[src/design/dfd_pkg.sv]
// Shared types and constants for the Doppler fractional delay line.
`default_nettype none
package dfd_pkg;

    localparam int SampleW     = 16;
    localparam int DelayW      = 28;
    localparam int FracW       = 16;
    localparam int RampW       = 16;
    localparam int StepW       = 29;
    localparam int DefaultDepth = 4096;

    localparam logic ReqTick = 1'b0;
    localparam logic ReqSet  = 1'b1;

    typedef struct packed {
        logic                      req_type;
        logic signed [SampleW-1:0] sample_in;
        logic [DelayW-1:0]         target_delay;
    } t_item;

    typedef enum logic [2:0] {
        S_IDLE,
        S_RD,
        S_MUL,
        S_OUT,
        S_DIV
    } t_state;

    typedef struct packed {
        logic start;
        logic neg;
    } t_div_ctl;

endpackage
`default_nettype wire

[src/design/dfd_ifs.sv]
// Channel interfaces: input items, result items and the ramp length write port.
`default_nettype none
interface dfd_item_if;
    logic                                      valid;
    logic                                      ready;
    logic                                      req_type;
    logic signed [dfd_pkg::SampleW-1:0]        sample_in;
    logic [dfd_pkg::DelayW-1:0]                target_delay;
    modport source (output valid, req_type, sample_in, target_delay, input ready);
    modport sink   (input valid, req_type, sample_in, target_delay, output ready);
endinterface

`default_nettype wire

[src/design/dfd_front.sv]
// Front end: accepts items into a two-entry queue toward the back end.
`default_nettype none
module dfd_front (
    input  wire              i_clk,
    input  wire              i_rst_n,
    dfd_item_if.sink         i_in,
    output logic             o_q_valid,
    output dfd_pkg::t_item   o_q_item,
    input  wire              i_q_pop
);
    dfd_pkg::t_item r_ent [2];
    logic           r_wr;
    logic           r_rd;
    logic [1:0]     r_cnt;
    logic           push;

    assign i_in.ready = (r_cnt != 2'd2);
    assign push       = i_in.valid && i_in.ready;
    assign o_q_valid  = (r_cnt != 2'd0);
    assign o_q_item   = r_ent[r_rd];

    always_ff @(posedge i_clk) begin
        if (push) begin
            r_ent[r_wr] <= '{req_type: i_in.req_type, sample_in: i_in.sample_in,
                             target_delay: i_in.target_delay};
        end
        if (!i_rst_n) begin
            r_wr  <= 1'b0;
            r_rd  <= 1'b0;
            r_cnt <= 2'd0;
        end else begin
            if (push) r_wr <= !r_wr;
            if (i_q_pop) r_rd <= !r_rd;
            r_cnt <= r_cnt + 2'(push) - 2'(i_q_pop);
        end
    end
endmodule
`default_nettype wire

[src/flat_wrapper.sv]
// flat-port wrapper written by rule: the top's interface ports become plain ports
module dfd_front_flat 
  (i_clk, i_rst_n, o_q_valid, o_q_item, i_q_pop, i_in_valid, i_in_req_type, i_in_sample_in, i_in_target_delay, i_in_ready);
  dfd_item_if i_in_i ();
  input  wire i_clk;
  input  wire i_rst_n;
  output logic o_q_valid;
  output dfd_pkg::t_item o_q_item;
  input  wire i_q_pop;
  input wire logic [$bits(i_in_i.valid)-1:0] i_in_valid;
  input wire logic [$bits(i_in_i.req_type)-1:0] i_in_req_type;
  input wire logic [$bits(i_in_i.sample_in)-1:0] i_in_sample_in;
  input wire logic [$bits(i_in_i.target_delay)-1:0] i_in_target_delay;
  output wire logic [$bits(i_in_i.ready)-1:0] i_in_ready;
  assign i_in_i.valid = i_in_valid;
  assign i_in_i.req_type = i_in_req_type;
  assign i_in_i.sample_in = i_in_sample_in;
  assign i_in_i.target_delay = i_in_target_delay;
  assign i_in_ready = i_in_i.ready;
  dfd_front u_core (.i_clk(i_clk), .i_rst_n(i_rst_n), .i_in(i_in_i), .o_q_valid(o_q_valid), .o_q_item(o_q_item), .i_q_pop(i_q_pop));
endmodule
[config.mk]
export PLATFORM = sky130hd
export DESIGN_NAME = dfd_front_flat
export DESIGN_NICKNAME = d
export VERILOG_FILES = /design/src/design/dfd_pkg.sv /design/src/design/dfd_ifs.sv /design/src/design/dfd_front.sv /design/src/flat_wrapper.sv
export SDC_FILE = /design/constraint.sdc
export NUM_CORES = 1
export LEC_CHECK = 0
export BUFFER_PORTS_ARGS = -buffer_cell sky130_fd_sc_hd__buf_2
export CORE_MARGIN = 2
export CORE_UTILIZATION = 45
export CTS_CLUSTER_DIAMETER = 80
export CTS_CLUSTER_SIZE = 12
export DETAILED_ROUTE_END_ITERATION = 10
export HOLD_SLACK_MARGIN = 0.1
export PLACE_DENSITY_LB_ADDON = 0.08
export SYNTH_ARGS = -nofsm -noshare
export SYNTH_HDL_FRONTEND = slang
export SYNTH_SLANG_ARGS = --single-unit
[constraint.sdc]
create_clock -name i_clk -period 2.3 [get_ports i_clk]
set_input_delay 0.46 -clock i_clk [delete_from_list [all_inputs] [get_ports i_clk]]
set_output_delay 0.46 -clock i_clk [all_outputs]
set_load 0.02 [all_outputs]
==> results.txt, run 1 <==
The maximum clock frequency is 512 MHz. The all-layer global routing usage is 0.133. The final net count is 322. In this run the power density over the cells is 884 nW/um^2. The run finished with clean final reports. In the post-synthesis netlist, the biggest area contributors are edfxtp_1 (73%), mux2_4 (16%), dfxtp_1 (2.7%). The via count is 1774. The number of global-route vias before repair came out at 1825. The data arrival time of the worst path came out at 1.49 ns.

The data required time of the critical path came out at 1.84 ns. The class of the tightest hold or removal check is input port to flip-flop. The global-route wire length before repair came out at 8.74 mm. The number of instances in the synthesized netlist is 166. The total design power came out at 3.99 mW.

The number of remaining DRC errors came out at 0. Measured along the y axis, the die boundary spans 94.7 um. The count of cells resized by post-cts repair is 0. After detailed routing, the average wire length per cell comes to 15.5 um.

The multi-input logic area is 803 um^2. The largest buffer count on any clock path came out at 2. The overall die width came out at 94.7 um. Of the cells placed in the final design, the portion with a size suffix greater than 1 is 0.592. The worst setup path is launched from a flip-flop. The number of nets still failing antenna checks after routing came out at 0. The top-level I/O count came out at 96.

The slew at the pin with the worst max-slew slack is 0.368 ns. Across the routed clock network, the largest skew measured is 0.0127 ns. The post-synthesis register bit count came out at 95.

The number of endpoints with negative hold slack in the final report was 0. The flip-flop and latch area came out at 2800 um^2. Walking the worst path, the cells encountered are buf_12 > mux2_2 > buf_2. During synthesis, Yosys emitted a total of 0 warnings.

The part of the Yosys area used for sequential elements is 0.757. The antenna cell count came out at 0. The largest area contributor in the netlist is edfxtp_1. The most common library cell in the layout ignoring fill and taps is buf_2. The relative area change from synthesis to final layout is 22.0%.

The total of buffers placed on input and output ports is 95. The final number of max-transition violations is 0. In this run the cell area of the synthesized design comes to 3700 um^2. The die covers 8970 um^2.

The post-synthesis net count is 216. Headroom to the max-slew limit came out at 0.755. The portion of synthesized cell area occupied by the leading cell type came out at 0.730. Summing all non-filler instances in the final layout gives an area of 4520 um^2.

In the layout the commonest cells are buf_2 (95), edfxtp_1 (90), mux2_4 (40). The post-detailed-placement half-perimeter wirelength came out at 3.85 mm. Counting the fill cells in the layout gives 684. The worst setup path is of the flip-flop to output port kind. The post-synthesis average cell area is 22.3 um^2. The detailed-route wire length came out at 5.92 mm. The pin count of the biggest net entering global routing is 41. The first-pass detailed-route iteration total is 3. The instance area after placement came out at 4280 um^2. The longest individual stage delay on the worst path came out at 0.36 ns. The initial antenna violation count is 0. For this run the aggregate overflow at the end of global routing stands at 0. At the end of routability-driven placement, the weighted congestion stood at 0.681. The synthesized netlist contains 22 unique library cells.

The category of the worst setup path capture point is an output port. The cell family with the largest share of critical-path delay is buffers and inverters. The analysis attributes to cell leakage a power of 1.79 nW. The sink count of the clock tree is 95. The TritonCTS clock tree is yes. The number of clock buffers added by TritonCTS is 9. The share of the clock period used by the worst path after layout is 0.849. The average vias per placed instance is 4.64. The detailed router's first-iteration violation count came out at 79. The slowest stage of the critical path belongs to the cell dfxtp_2. Together, buffers and inverters on the worst path number 2.

The total setup violations reported at the end of the flow is 0. The area of the placeable core is 8090 um^2. The time the worst path needs with I/O delays and setup came out at 1.95 ns. Setup repair after global routing left no endpoint under its margin. Along the worst path, the maximum fanout reaches 31.

The max-cap violation count is 0. The largest voltage drop on the vdd net is 414 uV. The post-cts hold buffer count came out at 0. In this run the number of H-tree levels came out at 3. The clock insertion delay at the later pin of the skew report is 0.34 ns. The post-CTS setup buffer count is 0. The cell chosen for the clock root is clkbuf_8. For this configuration, the core starts out at a cell density of 0.458. In the final timing run, aggregate negative setup slack is 0 ns.

The number of rows created at floorplan came out at 33. After clock tree synthesis, the clock-pin slew on the worst setup and hold paths is 0.09 ns.
[synth_stat cells]
library cell and count:
a21bo_2 1, a21boi_1 1, a21oi_1 1, and2_1 2
and2b_1 1, and3_1 2, buf_12 4, buf_6 1
dfxtp_1 5, edfxtp_1 90, ha_1 1, inv_1 2
mux2_2 5, mux2_4 40, mux2i_1 2, nand2_1 2
nand2b_1 1, nand2b_4 1, nand3b_1 1, o21a_1 1
or2_2 1, xor2_1 1
[flip-flops by register name (all words and copies together), names as in the netlist, named ones only]
name and count:
u_core.r_ent 90, u_core.r_wr 1, u_core.r_rd 1, u_core.r_cnt 2
[kinds of logic (layout without fill, tap and decap cells)]
| family | count (synthesis) | after routing | share of synthesized area |
|---|---|---|---|
| flip-flops | 95 | 95 | 0.757 |
| multiplexers | 47 | 47 | 0.183 |
| AND/OR/NAND/NOR | 11 | 11 | 0.0199 |
| buffers and inverters | 7 | 118 | 0.0267 |
| AO/OA/AOI/OAI | 4 | 4 | 0.00811 |
| adder cells (fa/ha/maj) | 1 | 1 | 0.00338 |
| XOR/XNOR | 1 | 1 | 0.00237 |
[path summary, 6_finish.rpt]
| kind | from | endpoint | slack, ns | cells past startpoint |
|---|---|---|---|---|
| hold / removal | i_in_sample_in[7] | u_core.r_ent[1][35] | 0.30 | 1 |
| hold reg to reg | u_core.r_wr | u_core.r_wr | 0.58 | 2 |
| setup reg to reg | u_core.r_cnt[0] | u_core.r_ent[0][1] | 0.86 | 4 |
| setup / recovery | flip-flop | o_q_item[2] | 0.35 | 3 |
[report_power, final]
part | internal (mW) | switching, mW | total, mW | leakage, nW
clock | 0.724 | 0.522 | 1.25 | 0.111
sequential | 2.05 | 0.0379 | 2.09 | 0.880
combinational | 0.301 | 0.360 | 0.661 | 0.803
total | 3.07 | 0.920 | 3.99 | 1.79
[layout make-up]
class / count / area share
clock buffers: 12 / 0.0299
inverters: 2 / 0.00166
clock inverters: 4 / 0.0216
repair buffers: 100 / 0.119
flip-flops and latches: 95 / 0.621
well taps: 105 / 0.0291
multi-input cells: 64 / 0.178
[through the flow]
step	util	hold slack (ns)	worst slack, ns	instances
final	0.558	0.302	0.348	382
after global routing	0.558	0.274	0.266	382
after CTS	0.558	0.285	0.318	382
after detailed placement	0.529	0.581	0.708	366
after global placement	0.529	0.562	0.719	366
after floorplan	-	0.518	0.223	166
[routing by layer]
metal	up-vias	wire length, um	global-route usage
li1	854	-	-
met1	868	2520	0.160
met4	0	42	0.0471
met2	48	3010	0.226
met5	-	0	0
met3	4	343	0.0439
Power figures use the tool's default switching activity.
==> run 2: changes to the inputs <==
==> constraint.sdc (replaced) <==
create_clock -name i_clk -period 1.7 [get_ports i_clk]
set_input_delay 0.34 -clock i_clk [delete_from_list [all_inputs] [get_ports i_clk]]
set_output_delay 0.34 -clock i_clk [all_outputs]
set_load 0.02 [all_outputs]
==> run 2 against run 1 <==
  * The run now ends with setup timing left
  * Total power grew 34%
  * Worst hold slack got worse by 0.13 ns
  * Setup slack worse by 0.44 ns
  * Clock skew shrank 0.0032 ns
  * Sequential share of layout area down 4.1 points
  * Sequential power up 35%
  * Critical path depth grew 1
  * Clock-buffer cell count fell by 2
  * Core utilization up 4.0 points
  * Register-to-register slack worse by 0.58 ns
  * Highest routed layer unchanged
==> results.txt, run 2 (synthesis results as in run 1) <==
The cell chosen for the clock root is clkbuf_8. The number of buffer and inverter stages on the critical path is 3. The H-tree depth is 3.

The worst relative slew slack is 0.890. The final reports fail on setup timing. For this design the total switching power over the nets is 1.32 mW.

In the global route stage, overall resource usage came out at 0.142. Measured in cells, the most critical reg-to-reg path has a length of 5. The effective utilization at floorplan came out at 0.458. In this run the standard cell core region covers 8090 um^2. Once layout is done, the placed cells without fillers occupy 4840 um^2. At the pin with the least slew margin, the transition time is 0.160 ns. The floorplan die height came out at 94.7 um. The number of non-filler instances in the completed layout came out at 386.

The first-pass detailed-route iteration total came out at 4. The register containing the most flip-flops in the final layout is u_core.r_ent. In this run the most critical hold path is launched from i_in_target_delay[10].

The share of the clock period used by the worst path after layout came out at 1.05. The cell with the biggest individual delay on the critical path is dfxtp_4. The run finished, with violations left. The library cell used most frequently in the layout, excluding fill and tap cells, is edfxtp_1.

The startpoint of the worst register-to-register path is u_core.r_cnt[0]. For this design the top-level I/O count stands at 96. After detailed routing, the average wire length per cell comes to 15.6 um.

The global routing met2 resource utilization came out at 0.228. The final setup skew came out at 0.00948 ns. For this block, the via count after detailed routing is 1846. TritonCTS built the clock tree. The worst register-to-register path ends at u_core.r_cnt[1].

The initial antenna violation count is 0. The number of endpoints with negative hold slack in the final report came out at 0. The class of the tightest hold or removal check is input port to flip-flop.

Counting instances, the worst hold path has a depth of 1. The post-cts hold buffer count came out at 0. For the worst setup path, the data required time is 1.36 ns. Walking the worst path, the cells encountered are buf_12 > buf_16 > mux2_4 > buf_6.

The busiest metal layer after global routing is met2. The overall die width is 94.7 um. The ratio of cells with drive above 1 in the final layout is 0.601. Using the TritonRoute via totals, the vias-per-cell ratio works out to 4.78.

The total die area came out at 8970 um^2. The max-cap violation count came out at 0. The final number of max-transition violations came out at 0. STA classifies the critical path endpoint as an output port. The startpoint class of the critical path is a flip-flop. The detailed-route wire length is 6.03 mm.

The clock-pin slew on the worst setup and hold paths came out at 0.09 ns. After global routing the overflow that remains totals 0. The data arrival time of the worst path is 1.45 ns.

The register with the most flip-flops in the layout has 90 of them. The maximum clock frequency is 559 MHz. The global routing usage on met1 came out at 0.177. The number of global-route vias before repair is 1897. The library cells used most frequently in the layout, excluding fill and tap cells, are edfxtp_1 (90), buf_2 (58), mux2_4 (40). The pin count of the biggest net entering global routing came out at 27. Summed over all nets, the half-perimeter wirelength after detailed placement is 3.72 mm. Compared with the post-synthesis result, the final layout area differs by 30.7%. The number of antenna diodes in the final layout is 0.

The clock network fraction of total power is 0.263. The instance area after placement is 4350 um^2. The minimum setup slack among reg-to-reg paths came out at 0.28 ns. The power density normalized to cell area is 1110 nW/um^2. Adding up every negative setup slack in the final design gives -2.06 ns. The number of remaining DRC errors came out at 0.

The internal power summed over all cells is 4.05 mW. After detailed placement, the design holds a cell count of 367. The final net count came out at 326. The worst-path maximum fanout is 7. The largest buffer count on any clock path is 2. In this design, the stage delay of the slowest critical-path cell is 0.40 ns. The fraction of power consumed by combinational cells came out at 0.211. In the final layout, the registers with the most flip-flops are u_core.r_ent (90), u_core.r_cnt (2). The first global-routing pass estimated 9.18 mm of wire. The end point of the worst hold path is u_core.r_ent[1][10]. Across all setup checks in the final design, the least slack found is -0.0875 ns. The met3 demand-to-capacity share in global routing is 0.0487. CTS saw 95 sinks.

The cell family with the largest share of critical-path delay is flip-flops. The number of rows created at floorplan came out at 33. The cell leakage power came out at 1.90 nW. The sequential cell fraction of total power is 0.526. By startpoint and endpoint, the worst setup path is classified as flip-flop to output port. The time the worst path needs with I/O delays and setup is 1.79 ns.

Setup repair after global routing could not meet its margin everywhere. The largest voltage drop on the vdd net came out at 644 uV. Of the total power, the share spent switching nets is 0.246.

In this run the remaining antenna-violating nets after routing total 0. The total setup violations reported at the end of the flow came out at 45. The total of buffers placed on input and output ports is 95. The number of clock buffers inserted by TritonCTS came out at 9. The placer congestion estimate is 0.749. The detailed router's first-iteration violation count came out at 61.

The clock insertion delay at the later pin of the skew report came out at 0.35 ns.
-- run 2: worst register-to-register path, cell delays in order, from the launching register on --
cell     delay [ns]
dfxtp_1        0.37
inv_1          0.06
ha_1           0.29
and2b_1        0.21
mux2i_1        0.21
mux2i_1        0.22
-- run 2: what timing repair did --
action,CTS,global route
buffers inserted,1,0
gates cloned,2,0
resized for setup,41,36
endpoints found under the setup margin,45,45
-- run 2: through the flow --
stage                     worst slack (ns)  power, mW  hold slack (ns)   util
after floorplan                     0.0139       3.51            0.439      -
after global placement               0.233       3.81            0.527  0.537
after detailed placement             0.225       3.82            0.531  0.537
after CTS                           -0.126       5.35            0.149  0.584
after global routing                -0.146       5.61            0.146  0.598
final                              -0.0875       5.36            0.173  0.598
-- run 2: power by group through the flow --
stage | clock, mW | sequential [mW] | combinational [mW]
floorplan | 0 | 2.86 | 0.652
global placement | 0 | 2.87 | 0.942
finish | 1.41 | 2.82 | 1.13
detailed placement | 0 | 2.88 | 0.943
global route | 1.56 | 2.84 | 1.21
CTS | 1.46 | 2.82 | 1.07
-- run 2: metal layers --
metal,share of wire,vias to the layer above
met2,0.49,61
met4,0.014,0
li1,-,866
met1,0.43,913
met3,0.062,6
met5,0,-
-- run 2: worst max-delay path by stage --
stage / startpoint / endpoint / slack, ns / cells past startpoint
2_1_floorplan: u_core.r_cnt[0] / u_core.r_ent[0][0] / 0.01 / 3
3_3_place_gp: flip-flop / o_q_item[1] / 0.23 / 3
3_5_place_dp: i_q_pop / u_core.r_cnt[1] / 0.23 / 5
4_1_cts: flip-flop / o_q_item[19] / -0.13 / 4
5_1_grt: flip-flop / o_q_item[34] / -0.15 / 4
6_report: flip-flop / o_q_item[39] / -0.09 / 4
-- run 2: layout make-up --
type | instances | area [um^2]
multi-input cells | 64 | 803
repair buffers | 104 | 902
flip-flops and latches | 95 | 2810
inverters | 2 | 11.3
clock inverters | 6 | 60.1
well taps | 105 | 131
fillers | 650 | 3250
clock buffers | 10 | 128
